## config.mk

```make
export PLATFORM = sky130hd
export DESIGN_NAME = quad_lfo_phase_sync_network_flat
export DESIGN_NICKNAME = d
export VERILOG_FILES = /design/src/hdl/qlfo_pkg.sv /design/src/hdl/qlfo_intf.sv /design/src/hdl/qlfo_cfg.sv /design/src/hdl/qlfo_sync.sv /design/src/hdl/qlfo_lane.sv /design/src/hdl/quad_lfo_phase_sync_network.sv /design/src/flat_wrapper.sv
export SDC_FILE = /design/constraint.sdc
export NUM_CORES = 1
export LEC_CHECK = 0
export BUFFER_PORTS_ARGS = -buffer_cell sky130_fd_sc_hd__buf_2
export CAP_MARGIN = 15
export CORE_ASPECT_RATIO = 0.6
export CORE_MARGIN = 3
export CORE_UTILIZATION = 25
export CTS_CLUSTER_SIZE = 25
export DETAILED_ROUTE_END_ITERATION = 6
export GPL_ROUTABILITY_DRIVEN = 0
export SYNTH_ARGS = -nofsm -noshare
export SYNTH_HDL_FRONTEND = slang
export SYNTH_SLANG_ARGS = --single-unit
```

## constraint.sdc

```tcl
create_clock -name clk -period 7.47 [get_ports clk]
set_clock_uncertainty 0.1 [all_clocks]
set_input_delay 1.494 -clock clk [delete_from_list [all_inputs] [get_ports clk]]
set_output_delay 1.494 -clock clk [all_outputs]
set_load 0.05 [all_outputs]
```

## src/hdl/qlfo_pkg.sv

```systemverilog
// ----------------------------------------------------------------------------
// qlfo_pkg
// Shared constants, register indexes, topology codes and types.
// ----------------------------------------------------------------------------
`timescale 1ns / 1ps

package qlfo_pkg;

	localparam int N_LFO         = 4;
	localparam int STEP_BITS     = 31;
	localparam int CFG_IDX_BITS  = 3;
	localparam int CFG_DATA_BITS = 31;
	localparam int TOPO_BITS     = 3;
	localparam int PHASE_BITS_DEF = 32;
	localparam int OUT_BITS_DEF   = 16;

	localparam logic [STEP_BITS-1:0] STEP_RESET = 31'd194783;

	localparam logic [CFG_IDX_BITS-1:0] REG_STEP1  = 3'd0;
	localparam logic [CFG_IDX_BITS-1:0] REG_STEP2  = 3'd1;
	localparam logic [CFG_IDX_BITS-1:0] REG_STEP3  = 3'd2;
	localparam logic [CFG_IDX_BITS-1:0] REG_STEP4  = 3'd3;
	localparam logic [CFG_IDX_BITS-1:0] REG_TOPO   = 3'd4;
	localparam logic [CFG_IDX_BITS-1:0] REG_SOFT   = 3'd5;
	localparam logic [CFG_IDX_BITS-1:0] REG_INVERT = 3'd6;
	localparam logic [CFG_IDX_BITS-1:0] REG_USED   = 3'd7;

	typedef enum logic [TOPO_BITS-1:0] {
		TOPO_OFF     = 3'd0,
		TOPO_2TO1    = 3'd1,
		TOPO_4TO3    = 3'd2,
		TOPO_BOTH    = 3'd3,
		TOPO_234TO1  = 3'd4,
		TOPO_34TO12  = 3'd5,
		TOPO_4TO123  = 3'd6
	} topo_t;

	typedef struct packed {
		logic [N_LFO-1:0][STEP_BITS-1:0] step;
		logic [TOPO_BITS-1:0]            topo;
		logic                            soft_sync;
		logic [N_LFO-1:0]                inv;
		logic [N_LFO-1:0]                used;
	} cfg_t;

	typedef struct packed {
		logic [N_LFO-1:0] active;
		logic [N_LFO-1:0] wraps;
		logic [N_LFO-1:0] synced;
	} sync_res_t;

	typedef struct packed {
		logic adv;
		logic sync;
		logic soft_sync;
		logic dir_clr;
		logic inv;
	} lane_ctl_t;

endpackage

```

## src/hdl/qlfo_intf.sv

```systemverilog
// ----------------------------------------------------------------------------
// qlfo channel interfaces
// Valid/ready channels for ticks, results and register writes.
// ----------------------------------------------------------------------------
`timescale 1ns / 1ps

interface qlfo_in_if;
	logic valid;
	logic ready;
	logic advance;

	modport source (output valid, output advance, input ready);
	modport sink (input valid, input advance, output ready);
endinterface

interface qlfo_out_if #(
	parameter int OUT_BITS = 16
);
	logic                valid;
	logic                ready;
	logic [OUT_BITS-1:0] saw_1;
	logic [OUT_BITS-1:0] saw_2;
	logic [OUT_BITS-1:0] saw_3;
	logic [OUT_BITS-1:0] saw_4;
	logic [3:0]          wrap_mask;
	logic [3:0]          sync_mask;

	modport source (output valid, output saw_1, output saw_2, output saw_3, output saw_4,
		output wrap_mask, output sync_mask, input ready);
	modport sink (input valid, input saw_1, input saw_2, input saw_3, input saw_4,
		input wrap_mask, input sync_mask, output ready);
endinterface

interface qlfo_cfg_if;
	import qlfo_pkg::*;

	logic                     valid;
	logic                     ready;
	logic [CFG_IDX_BITS-1:0]  index;
	logic [CFG_DATA_BITS-1:0] data;

	modport source (output valid, output index, output data, input ready);
	modport sink (input valid, input index, input data, output ready);
endinterface

```

## src/hdl/qlfo_cfg.sv

```systemverilog
// ----------------------------------------------------------------------------
// qlfo_cfg
// Register file; flags direction clears when the sync mode changes.
// ----------------------------------------------------------------------------
`timescale 1ns / 1ps

module qlfo_cfg (
	input  logic                         clk,
	input  logic                         arst_n,
	qlfo_cfg_if.sink                     cfg,
	output qlfo_pkg::cfg_t               regs,
	output logic [qlfo_pkg::N_LFO-1:0]   dir_clr
);
	import qlfo_pkg::*;

	cfg_t regs_q;
	logic wr;
	logic soft_new;

	assign cfg.ready = 1'b1;
	assign wr        = cfg.valid;
	assign soft_new  = cfg.data[0];
	assign regs      = regs_q;

	always_comb begin
		dir_clr = '0;
		if (wr && cfg.index == REG_SOFT && soft_new != regs_q.soft_sync) begin
			if (!soft_new) begin
				dir_clr = 4'b1110;
			end else begin
				dir_clr[1] = (regs_q.topo == TOPO_OFF) || (regs_q.topo == TOPO_4TO3);
				dir_clr[2] = (regs_q.topo != TOPO_234TO1);
				dir_clr[3] = (regs_q.topo != TOPO_OFF) && (regs_q.topo != TOPO_2TO1);
			end
		end
	end

	always_ff @(posedge clk or negedge arst_n) begin
		if (!arst_n) begin
			regs_q.step      <= {N_LFO{STEP_RESET}};
			regs_q.topo      <= TOPO_OFF;
			regs_q.soft_sync <= 1'b0;
			regs_q.inv       <= '0;
			regs_q.used      <= '0;
		end else if (wr) begin
			unique case (cfg.index)
				REG_STEP1:  regs_q.step[0] <= cfg.data[STEP_BITS-1:0];
				REG_STEP2:  regs_q.step[1] <= cfg.data[STEP_BITS-1:0];
				REG_STEP3:  regs_q.step[2] <= cfg.data[STEP_BITS-1:0];
				REG_STEP4:  regs_q.step[3] <= cfg.data[STEP_BITS-1:0];
				REG_TOPO:   regs_q.topo <= cfg.data[TOPO_BITS-1:0];
				REG_SOFT:   regs_q.soft_sync <= soft_new;
				REG_INVERT: regs_q.inv  <= cfg.data[N_LFO-1:0];
				REG_USED:   regs_q.used <= cfg.data[N_LFO-1:0];
				default:    ;
			endcase
		end
	end

endmodule

```

## src/hdl/qlfo_sync.sv

```systemverilog
// ----------------------------------------------------------------------------
// qlfo_sync
// Master widening, wrap gating and sync request routing per topology.
// ----------------------------------------------------------------------------
`timescale 1ns / 1ps

module qlfo_sync (
	input  logic [qlfo_pkg::TOPO_BITS-1:0] topo,
	input  logic [qlfo_pkg::N_LFO-1:0]     used,
	input  logic                           act,
	input  logic [qlfo_pkg::N_LFO-1:0]     wrap_raw,
	output qlfo_pkg::sync_res_t            res
);
	import qlfo_pkg::*;

	logic [N_LFO-1:0] u;
	logic [N_LFO-1:0] w;
	logic [N_LFO-1:0] req;

	always_comb begin
		u = used;
		unique case (topo_t'(topo))
			TOPO_2TO1:   if (used[1]) u[0] = 1'b1;
			TOPO_4TO3:   if (used[3]) u[2] = 1'b1;
			TOPO_BOTH: begin
				if (used[1]) u[0] = 1'b1;
				if (used[3]) u[2] = 1'b1;
			end
			TOPO_234TO1: if (|used[3:1]) u[0] = 1'b1;
			TOPO_34TO12: if (|used[3:2]) u[1:0] = 2'b11;
			TOPO_4TO123: if (used[3]) u[2:0] = 3'b111;
			default:     ;
		endcase
		if (!act) u = '0;
	end

	assign w = wrap_raw & u;

	always_comb begin
		req    = '0;
		req[1] = w[0] && (topo == TOPO_2TO1 || topo == TOPO_BOTH || topo == TOPO_234TO1);
		req[2] = (w[0] && (topo == TOPO_234TO1 || topo == TOPO_34TO12))
			|| (w[1] && topo == TOPO_34TO12);
		req[3] = (w[0] && (topo == TOPO_234TO1 || topo == TOPO_34TO12))
			|| (w[1] && topo == TOPO_34TO12)
			|| (w[2] && (topo == TOPO_4TO3 || topo == TOPO_BOTH))
			|| ((|w[2:0]) && topo == TOPO_4TO123);
	end

	assign res.active = u;
	assign res.wraps  = w;
	assign res.synced = req & u;

endmodule

```

## src/hdl/qlfo_lane.sv

```systemverilog
// ----------------------------------------------------------------------------
// qlfo_lane
// One phase accumulator with direction, sync handling and saw output.
// ----------------------------------------------------------------------------
`timescale 1ns / 1ps

module qlfo_lane #(
	parameter int PHASE_BITS = qlfo_pkg::PHASE_BITS_DEF,
	parameter int OUT_BITS   = qlfo_pkg::OUT_BITS_DEF
) (
	input  logic                              clk,
	input  logic                              arst_n,
	input  logic [qlfo_pkg::STEP_BITS-1:0]    step,
	input  qlfo_pkg::lane_ctl_t               ctl,
	output logic [OUT_BITS-1:0]               saw,
	output logic                              wrap
);
	import qlfo_pkg::*;

	localparam int SW = ((PHASE_BITS > STEP_BITS) ? PHASE_BITS : STEP_BITS) + 1;

	logic [PHASE_BITS-1:0] phase_q;
	logic                  dir_neg_q;
	logic [SW-1:0]         p_ext;
	logic [SW-1:0]         s_ext;
	logic [SW-1:0]         sum;
	logic [SW-1:0]         dif;
	logic [PHASE_BITS-1:0] next_phase;
	logic [PHASE_BITS:0]   down;
	logic [PHASE_BITS-1:0] sel;
	logic                  sat;
	logic [OUT_BITS-1:0]   scaled;

	assign p_ext = SW'(phase_q);
	assign s_ext = SW'(step);
	assign sum   = p_ext + s_ext;
	assign dif   = p_ext - s_ext;

	always_comb begin
		if (dir_neg_q) begin
			wrap       = s_ext > p_ext;
			next_phase = dif[PHASE_BITS-1:0];
		end else begin
			wrap       = |sum[SW-1:PHASE_BITS];
			next_phase = sum[PHASE_BITS-1:0];
		end
	end

	assign down = {1'b1, {PHASE_BITS{1'b0}}} - {1'b0, phase_q};
	assign sel  = ctl.inv ? phase_q : down[PHASE_BITS-1:0];
	assign sat  = !ctl.inv && down[PHASE_BITS];

	generate
		if (PHASE_BITS >= OUT_BITS) begin : g_scale_dn
			assign scaled = sel[PHASE_BITS-1 -: OUT_BITS];
		end else begin : g_scale_up
			assign scaled = {sel, {(OUT_BITS - PHASE_BITS){1'b0}}};
		end
	endgenerate

	assign saw = sat ? {OUT_BITS{1'b1}} : scaled;

	always_ff @(posedge clk or negedge arst_n) begin
		if (!arst_n) begin
			phase_q   <= '0;
			dir_neg_q <= 1'b0;
		end else begin
			if (ctl.adv) begin
				phase_q <= (ctl.sync && !ctl.soft_sync) ? '0 : next_phase;
			end
			if (ctl.dir_clr) begin
				dir_neg_q <= 1'b0;
			end else if (ctl.adv && ctl.sync && ctl.soft_sync) begin
				dir_neg_q <= !dir_neg_q;
			end
		end
	end

endmodule

```

## src/hdl/quad_lfo_phase_sync_network.sv

```systemverilog
// ----------------------------------------------------------------------------
// quad_lfo_phase_sync_network
// Four synced phase-accumulator LFOs, one tick per accepted transaction.
// Output: the result is registered from the accepted tick transaction.
// Throughput: one tick per cycle unless a held result stalls; an adder and a
// subtractor per LFO and the sync routing sit between phase and result regs.
// Reset: phases zero, directions positive, registers at defaults, no result.
// ----------------------------------------------------------------------------
`timescale 1ns / 1ps

module quad_lfo_phase_sync_network #(
	parameter int PHASE_BITS = qlfo_pkg::PHASE_BITS_DEF,
	parameter int OUT_BITS   = qlfo_pkg::OUT_BITS_DEF
) (
	input  logic         clk,
	input  logic         arst_n,
	qlfo_in_if.sink      din,
	qlfo_out_if.source   dout,
	qlfo_cfg_if.sink     cfg
);
	import qlfo_pkg::*;

	cfg_t                         regs;
	logic [N_LFO-1:0]             dir_clr;
	logic                         in_fire;
	logic                         act;
	logic [N_LFO-1:0]             wrap_raw;
	sync_res_t                    sres;
	lane_ctl_t [N_LFO-1:0]        ctl;
	logic [N_LFO-1:0][OUT_BITS-1:0] saw;

	logic                         out_valid_q;
	logic [N_LFO-1:0][OUT_BITS-1:0] saw_q;
	logic [N_LFO-1:0]             wrap_q;
	logic [N_LFO-1:0]             sync_q;

	assign din.ready = !out_valid_q || dout.ready;
	assign in_fire   = din.valid && din.ready;
	assign act       = in_fire && din.advance;

	qlfo_cfg u_cfg (
		.clk     (clk),
		.arst_n  (arst_n),
		.cfg     (cfg),
		.regs    (regs),
		.dir_clr (dir_clr)
	);

	qlfo_sync u_sync (
		.topo     (regs.topo),
		.used     (regs.used),
		.act      (act),
		.wrap_raw (wrap_raw),
		.res      (sres)
	);

	generate
		for (genvar i = 0; i < N_LFO; i++) begin : g_lane
			assign ctl[i].adv       = sres.active[i];
			assign ctl[i].sync      = sres.synced[i];
			assign ctl[i].soft_sync = regs.soft_sync;
			assign ctl[i].dir_clr   = dir_clr[i];
			assign ctl[i].inv       = regs.inv[i];

			qlfo_lane #(
				.PHASE_BITS (PHASE_BITS),
				.OUT_BITS   (OUT_BITS)
			) u_lane (
				.clk    (clk),
				.arst_n (arst_n),
				.step   (regs.step[i]),
				.ctl    (ctl[i]),
				.saw    (saw[i]),
				.wrap   (wrap_raw[i])
			);
		end
	endgenerate

	always_ff @(posedge clk or negedge arst_n) begin
		if (!arst_n) begin
			out_valid_q <= 1'b0;
		end else if (din.ready) begin
			out_valid_q <= din.valid;
		end
	end

	always_ff @(posedge clk) begin
		if (in_fire) begin
			saw_q  <= saw;
			wrap_q <= sres.wraps;
			sync_q <= sres.synced;
		end
	end

	assign dout.valid     = out_valid_q;
	assign dout.saw_1     = saw_q[0];
	assign dout.saw_2     = saw_q[1];
	assign dout.saw_3     = saw_q[2];
	assign dout.saw_4     = saw_q[3];
	assign dout.wrap_mask = wrap_q;
	assign dout.sync_mask = sync_q;

endmodule

```

## src/flat_wrapper.sv

```systemverilog
// flat-port wrapper written by rule: the top's interface ports become plain ports
module quad_lfo_phase_sync_network_flat import qlfo_pkg::*;
#(
	parameter int PHASE_BITS = qlfo_pkg::PHASE_BITS_DEF,
	parameter int OUT_BITS   = qlfo_pkg::OUT_BITS_DEF
)
  (clk, arst_n, din_valid, din_advance, din_ready, dout_valid, dout_saw_1, dout_saw_2, dout_saw_3, dout_saw_4, dout_wrap_mask, dout_sync_mask, dout_ready, cfg_valid, cfg_index, cfg_data, cfg_ready);
  qlfo_in_if din_i ();
  qlfo_out_if #(.OUT_BITS(OUT_BITS)) dout_i ();
  qlfo_cfg_if cfg_i ();
  input  logic clk;
  input  logic arst_n;
  input wire logic [$bits(din_i.valid)-1:0] din_valid;
  input wire logic [$bits(din_i.advance)-1:0] din_advance;
  output wire logic [$bits(din_i.ready)-1:0] din_ready;
  output wire logic [$bits(dout_i.valid)-1:0] dout_valid;
  output wire logic [$bits(dout_i.saw_1)-1:0] dout_saw_1;
  output wire logic [$bits(dout_i.saw_2)-1:0] dout_saw_2;
  output wire logic [$bits(dout_i.saw_3)-1:0] dout_saw_3;
  output wire logic [$bits(dout_i.saw_4)-1:0] dout_saw_4;
  output wire logic [$bits(dout_i.wrap_mask)-1:0] dout_wrap_mask;
  output wire logic [$bits(dout_i.sync_mask)-1:0] dout_sync_mask;
  input wire logic [$bits(dout_i.ready)-1:0] dout_ready;
  input wire logic [$bits(cfg_i.valid)-1:0] cfg_valid;
  input wire logic [$bits(cfg_i.index)-1:0] cfg_index;
  input wire logic [$bits(cfg_i.data)-1:0] cfg_data;
  output wire logic [$bits(cfg_i.ready)-1:0] cfg_ready;
  assign din_i.valid = din_valid;
  assign din_i.advance = din_advance;
  assign din_ready = din_i.ready;
  assign dout_valid = dout_i.valid;
  assign dout_saw_1 = dout_i.saw_1;
  assign dout_saw_2 = dout_i.saw_2;
  assign dout_saw_3 = dout_i.saw_3;
  assign dout_saw_4 = dout_i.saw_4;
  assign dout_wrap_mask = dout_i.wrap_mask;
  assign dout_sync_mask = dout_i.sync_mask;
  assign dout_i.ready = dout_ready;
  assign cfg_i.valid = cfg_valid;
  assign cfg_i.index = cfg_index;
  assign cfg_i.data = cfg_data;
  assign cfg_ready = cfg_i.ready;
  quad_lfo_phase_sync_network #(.PHASE_BITS(PHASE_BITS), .OUT_BITS(OUT_BITS)) u_core (.clk(clk), .arst_n(arst_n), .din(din_i), .dout(dout_i), .cfg(cfg_i));
endmodule
```

# [After elaboration in Yosys (flattened, before gate mapping)]
# Index checks and enable logic that the tools add are counted.
[classes] addsub=12 order_cmp=4 mux=35 n_reduce_logical=65 n_eq_ne=16 bitwise=2
[op_table] cell="2-to-1 mux 32 bit" n=12
[op_table] cell="adder 32 x 31 -> 33 bit" n=4
[op_table] cell="subtractor 33 x 32 -> 33 bit, first input constant" n=4
[op_table] cell="greater-than comparator 31 x 32 -> 1 bit" n=4
[op_table] cell="subtractor 32 x 31 -> 32 bit" n=4
[op_table] cell="logical AND 1 bit" n=26
[op_table] cell="== test 3 bit, second input constant" n=7
[op_table] cell="AND reduction 2 bit" n=8
[op_table] cell="2-to-1 mux 1 bit" n=15
[op_table] cell="== test 3 x 2 -> 1 bit, second input constant" n=4
[op_table] cell="zero test 1 bit" n=10
[op_table] cell="logical OR 1 bit" n=9
[op_table] cell="AND 4 bit" n=2
[op_table] cell="2-to-1 mux 4 bit" n=2
[op_table] cell="nonzero test 2 bit" n=4
[op_table] cell="== test 3 x 1 -> 1 bit, second input constant" n=2
[op_table] cell="zero test 3 bit" n=2
[op_table] cell="2-to-1 mux 3 bit" n=2
[op_table] cell="OR reduction 2 bit" n=3
[op_table] cell="OR reduction 3 bit" n=2
[op_table] cell="one-hot mux 1 bit (2 select lines)" n=2
[op_table] cell="one-hot mux 1 bit (4 select lines)" n=1
[op_table] cell="inequality test 3 x 1 -> 1 bit, second input constant" n=1
[op_table] cell="inequality test 3 bit, second input constant" n=1
[op_table] cell="3 further kinds" n=3
[totals] output_inout_bits=75 ff_bits=341 wordCells=157

# [Longest topological paths before layout]
[logic_depth] word_depth=15 depth_mapped=16 depth_no_buf=14

# [Hierarchy]
# A second synthesis with hierarchy kept.
[unflattened] cells_unflattened=3318 area_unflattened_um2=28867.7
[by_module_without_submodules] module="qlfo_lane (u_core.g_lane[0].u_lane ...)" seq_area_each_um2=825.8 area_each_um2=5238.8 instances=2 cells_per_inst=721
[by_module_without_submodules] module="qlfo_lane (u_core.g_lane[2].u_lane)" seq_area_each_um2=825.8 area_each_um2=5297.6 instances=1 cells_per_inst=719
[by_module_without_submodules] module="qlfo_cfg" seq_area_each_um2=3468.3 area_each_um2=5292.6 instances=1 cells_per_inst=304
[by_module_without_submodules] module="qlfo_lane (u_core.g_lane[3].u_lane)" seq_area_each_um2=825.8 area_each_um2=5291.3 instances=1 cells_per_inst=730
[by_module_without_submodules] module="quad_lfo_phase_sync_network" seq_area_each_um2=2187.1 area_each_um2=2219.6 instances=1 cells_per_inst=77
[by_module_without_submodules] module="qlfo_sync" seq_area_each_um2=0.0 area_each_um2=289.0 instances=1 cells_per_inst=46

# [Worst setup path after synthesis]
# Ideal clock, no wire load.
[synth_path] path_type="input port to flip-flop" from="in dout_ready" to="reg u_core.g_lane[2].u_lane.phase_q[11]" slack_ns=2.983 path_stages=12 arrival_ns=4.266 required_time_ns=7.249 path_buffers=3 setup_ns=0.121 cell_sequence="nand2b_1 and3_1 clkbuf_1 o21ai_1 or4_1 o21ba_2 a21oi_1 and2_1 clkbuf_1 nor2_1 clkbuf_1 a22o_1"
[synth_via] elab_chain_cells=10
[synth_rtl] element="from (decl)" line_no="flat_wrapper.sv:23" rtl="input wire logic [$bits(dout_i.ready)-1:0] dout_ready;"
[synth_rtl] element="logical OR 1 bit (*)" line_no="quad_lfo_phase_sync_network.sv:37" rtl="assign din.ready = !out_valid_q || dout.ready;"
[synth_rtl] element="logical AND 1 bit (*)" line_no="quad_lfo_phase_sync_network.sv:38" rtl="assign in_fire = din.valid && din.ready;"
[synth_rtl] element="logical AND 1 bit (*)" line_no="quad_lfo_phase_sync_network.sv:39" rtl="assign act = in_fire && din.advance;"
[synth_rtl] element="2-to-1 mux 4 bit (*)" line_no="qlfo_sync.sv:34" rtl="if (!act) u = '0;"
[synth_rtl] element="AND 4 bit" line_no="qlfo_sync.sv:37" rtl="assign w = wrap_raw & u;"
[synth_rtl] element="logical AND 1 bit, on equally long branches" line_no="qlfo_sync.sv:42, qlfo_sync.sv:43"
[synth_rtl] element="logical OR 1 bit" line_no="qlfo_sync.sv:43" rtl="|| (w[1] && topo == TOPO_34TO12);"
[synth_rtl] element="AND 4 bit" line_no="qlfo_sync.sv:52" rtl="assign res.synced = req & u;"
[synth_rtl] element="logical AND 1 bit" line_no="qlfo_lane.sv:69" rtl="phase_q <= (ctl.sync && !ctl.soft_sync) ? '0 : next_phase;"
[synth_rtl] element="2-to-1 mux 32 bit" line_no="qlfo_lane.sv:69"
[synth_rtl] element="to (signal assigned)" line_no="qlfo_lane.sv:69"
[synth_rtl] element="to (decl)" line_no="qlfo_lane.sv:22" rtl="logic [PHASE_BITS-1:0] phase_q;"
# Every way passes the cells marked *; elsewhere a longest branch is shown, timed or not.
# A chain may end at the register's enable or synchronous reset.

# [Worst setup path in the final report]
[layout_path] from="reg u_core.g_lane[1].u_lane.phase_q[5]" to="reg u_core.saw_q (netlist bit u_core.dout.saw_2[13]) (data pin)"
[layout_via] elab_chain_cells=2
[layout_rtl] element="from (decl)" line_no="qlfo_lane.sv:22"
[layout_rtl] element="from (signal assigned)" line_no="qlfo_lane.sv:69"
[layout_rtl] element="subtractor 33 x 32 -> 33 bit (*)" line_no="qlfo_lane.sv:49" rtl="assign down = {1'b1, {PHASE_BITS{1'b0}}} - {1'b0, phase_q};"
[layout_rtl] element="2-to-1 mux 32 bit / logical AND 1 bit (equally long branches)" line_no="qlfo_lane.sv:50, qlfo_lane.sv:51"
[layout_rtl] element="to (signal assigned)" line_no="quad_lfo_phase_sync_network.sv:89" rtl="saw_q <= saw;"
[layout_rtl] element="to (decl)" line_no="quad_lfo_phase_sync_network.sv:33" rtl="logic [N_LFO-1:0][OUT_BITS-1:0] saw_q;"
# Marked as above.

==> flow_summary.yaml <==
power:
  power_mw: 12.7
  p_leak_nw: 12.2
  powerDensity_nw_per_um2: 444
  vdd_drop_max_uv: 194
synthesis:
  synth_adder_area_share: 0.112
  synth_area_leader_cell: "dfrtp_1"
  synth_area_per_cell_sq_um: 8.65
  synth_compound_area_frac: 0.226
  synth_area_sq_um: 25600
  synth_commonest_cells: "nand2_1 (299), a21oi_1 (231), nor2_1 (222), o21ai_0 (220), ha_1 (217)"
  ys_top_cells_by_area: "dfrtp_1 (21%), ha_1 (11%), edfxtp_1 (8.3%)"
  muxShareOfSynthArea: 0.0406
  synth-simple-area-share: 0.163
  synth_seq_cells: 339
  synth_top_flop_cell: "dfrtp_1"
  ys.warnings.count: 0
  async_flop_share: 0.791
  synth_cell_types: 84
  synthXorXnorAreaFrac: 0.0568
  synth_edf_count: 71
  yosysTopAreaCellShare: 0.211
  syn-num-nets: 3224
  synth-seq-area-share: 0.348
  post-synth-top-count-cell: "nand2_1"
  syn_inst: 2960
  synth_top_family_by_area: "compound AO/OA/AOI/OAI gates"
timing:
  hold_viol: 0
  post-route-period-util: 0.616
  fin_setup_tns_ns: 0
  worst_slew_pin_slew_ns: 1.02
  rsz0062_at_grt: "no"
  setup-violations-final: 0
  slew_headroom: 0.320
  finalMaxSlewViolations: 0
  period_needed_ns: 4.60
  fmax_ghz: 0.217
critical_path:
  critPathKind: "reg -> reg"
  worst_path_max_delay_cell: "nor4_1"
  critPathMaxStageDelay_ns: 0.69
  cp_data_required_time_ns: 7.78
  cp-startpoint: "u_core.g_lane[1].u_lane.phase_q[5]$_DFFE_PN0P_"
  cp.arrival_ns: 4.91
  crit_fanout: 13
  rr_startpoint: "u_core.g_lane[1].u_lane.phase_q[5]$_DFFE_PN0P_"
  cp_cell_sequence: "nor4_1 -> nand4_1 -> or3_1 -> or4_1 -> or4_1 -> or4_1 -> nor4_4 -> nand3_1 -> a21oi_1"
  crit_path_end_kind: "flip-flop"
  startpoint_type: "flip-flop"
  cp_common_cell: "or4_1"
clock_tree:
  ctsResizeCount: 0
  cts_buffer_depth: 3
  clk_latency_ns: 0.57
  clockRootBuffer: "clkbuf_16"
  cts_tree: "built"
  htree_levels: 2
  cts_inserted_buffers: 37
  clkTransAtPathRegs_ns: 0.07
  cts_hold_buf: 0
  cts_setup_buffers: 0
  cts.sinks: 339
finish:
  multi_input_area_sq_um: 15400
  regArea_sq_um: 8900
  drive_above_1_share: 0.121
  fin_nets: 3243
  fillCellCount: 10700
  syn_to_final_growth_pct: 12.3
die:
  boundaryPins: 115
  initial_utilization: 0.253
  core_area_sq_um: 101000
  die-area_sq_um: 106000
  die_h_microns: 254
  die_w_microns: 419
  num_rows: 90
detailed_routing:
  drc: 0
  dr.pass1.iters: 6
  drt_iter0_drc: 2398
  final_antenna_net_count: 0
  wl_per_cell_microns: 19.4
  vias: 22400
  routed_via_density: 5.15
  wl_microns: 84200
placed_design:
  dpl.hpwl_microns: 61700
  port_buffers: 112
global_route:
  grt_pass1_wl_microns: 128000
  gr-total-overflow: 0
  grt_start_max_net_pins: 164
  grt_pass1_vias: 20400
  antenna_found_initial: 16
  grtUsageTotal: 0.154
worst_hold_path:
  min_from: "u_core.g_lane[0].u_lane.phase_q[8]$_DFFE_PN0P_"
  hp-class: "reg -> reg"
run_status:
  status: "finished, final reports clean"
run:
  maxCapViolations: 0
## final cells by class
class / instances / area share
tap: 1334 / 0.0581
sequential: 339 / 0.310
timing repair buffer: 131 / 0.0252
clock buffer: 55 / 0.0385
antenna: 3 / 0.000261
multi-input combinational: 2256 / 0.535
inverter: 214 / 0.0279
clock inverter: 13 / 0.00557
## placed cells by master (no fill, tap or decap), drive strengths merged, types with 30 or more instances in the layout
cell	instances
nor4	37
mux2	79
clkbuf	55
inv	215
dfrtp	216
o211ai	37
dfstp	52
edfxtp	71
a21o	53
a21oi	231
nor2b	46
o21ai	222
nor2	223
nor3	74
a31oi	30
buf	131
o31ai	81
nand3	36
nand2	300
a211oi	39
xnor2	144
ha	217
o21bai	37
nand2b	36
a22o	33
## layer usage
metal / track usage / up-vias / part of all wire
met4: 0.0361 / 4 / 0.022
met3: 0.0475 / 114 / 0.11
met5: 0 / - / 0.00026
li1: - / 10700 / -
met1: 0.237 / 10700 / 0.49
met2: 0.202 / 888 / 0.38
## report_power, final
| part | total, mW | internal [mW] | switching (mW) |
|---|---|---|---|
| logic | 7.41 | 2.84 | 4.57 |
| registers | 3.36 | 2.58 | 0.782 |
| clock network | 1.98 | 1.14 | 0.843 |
## registers in the layout, indices dropped and copies added, names as in the netlist
| register | count |
|---|---|
| u_core.dout.saw_1 | 16 |
| u_core.dout.saw_2 | 16 |
| u_core.dout.saw_3 | 16 |
| u_core.dout.saw_4 | 16 |
| u_core.dout.sync_mask | 3 |
| u_core.dout.valid | 1 |
| u_core.dout.wrap_mask | 4 |
| u_core.g_lane.u_lane.dir_neg_q | 3 |
| u_core.g_lane.u_lane.phase_q | 128 |
| u_core.u_cfg.regs | 136 |
## per-stage QoR
stage | area [sq um] | worst slack [ns] | cells | utilization | hold slack, ns
5_1_grt | 28700 | 2.66 | 4344 | 0.285 | 0.430
3_5_place_dp | 27500 | 2.48 | 4274 | 0.272 | 0.402
6_report | 28700 | 2.87 | 4345 | 0.285 | 0.409
2_1_floorplan | 25600 | 2.98 | 2960 | - | 0.376
4_1_cts | 28700 | 2.96 | 4342 | 0.284 | 0.420
3_3_place_gp | 27500 | 2.49 | 4274 | 0.272 | 0.397
## worst max-delay path: cells and delay by family (launching register included)
family / cells / cell delay, ns
AO/OA/AOI/OAI: 1 / 0.25
flip-flops: 1 / 0.42
AND/OR/NAND/NOR: 8 / 3.68
## worst paths after layout
kind | end | slack (ns) | cells past startpoint
worst max-delay path | u_core.dout.saw_2[13]$_SDFFCE_PP1P_ | 2.87 | 9
worst min-delay path | u_core.g_lane[0].u_lane.phase_q[8]$_DFFE_PN0P_ | 0.41 | 2
worst max register to register | u_core.dout.saw_2[13]$_SDFFCE_PP1P_ | 2.87 | 9
worst min register to register | u_core.g_lane[0].u_lane.phase_q[8]$_DFFE_PN0P_ | 0.41 | 2
max in group asynchronous | u_core.u_cfg.regs[41]$_DFFE_PN0P_ | 4.87 | 2
min in group asynchronous | u_core.u_cfg.regs[123]$_DFFE_PN0P_ | 0.82 | 1
## logic make-up (layout without fill, tap and decap cells)
family / count (synthesis) / after routing
flops: 339 / 339
fa+ha+maj: 224 / 224
simple gates: 871 / 871
compound gates: 899 / 899
mux: 94 / 94
buf+inv: 365 / 413
other cells: 2 / 5
xor+xnor: 166 / 166
No activity file was read; power rests on OpenSTA's default activity.
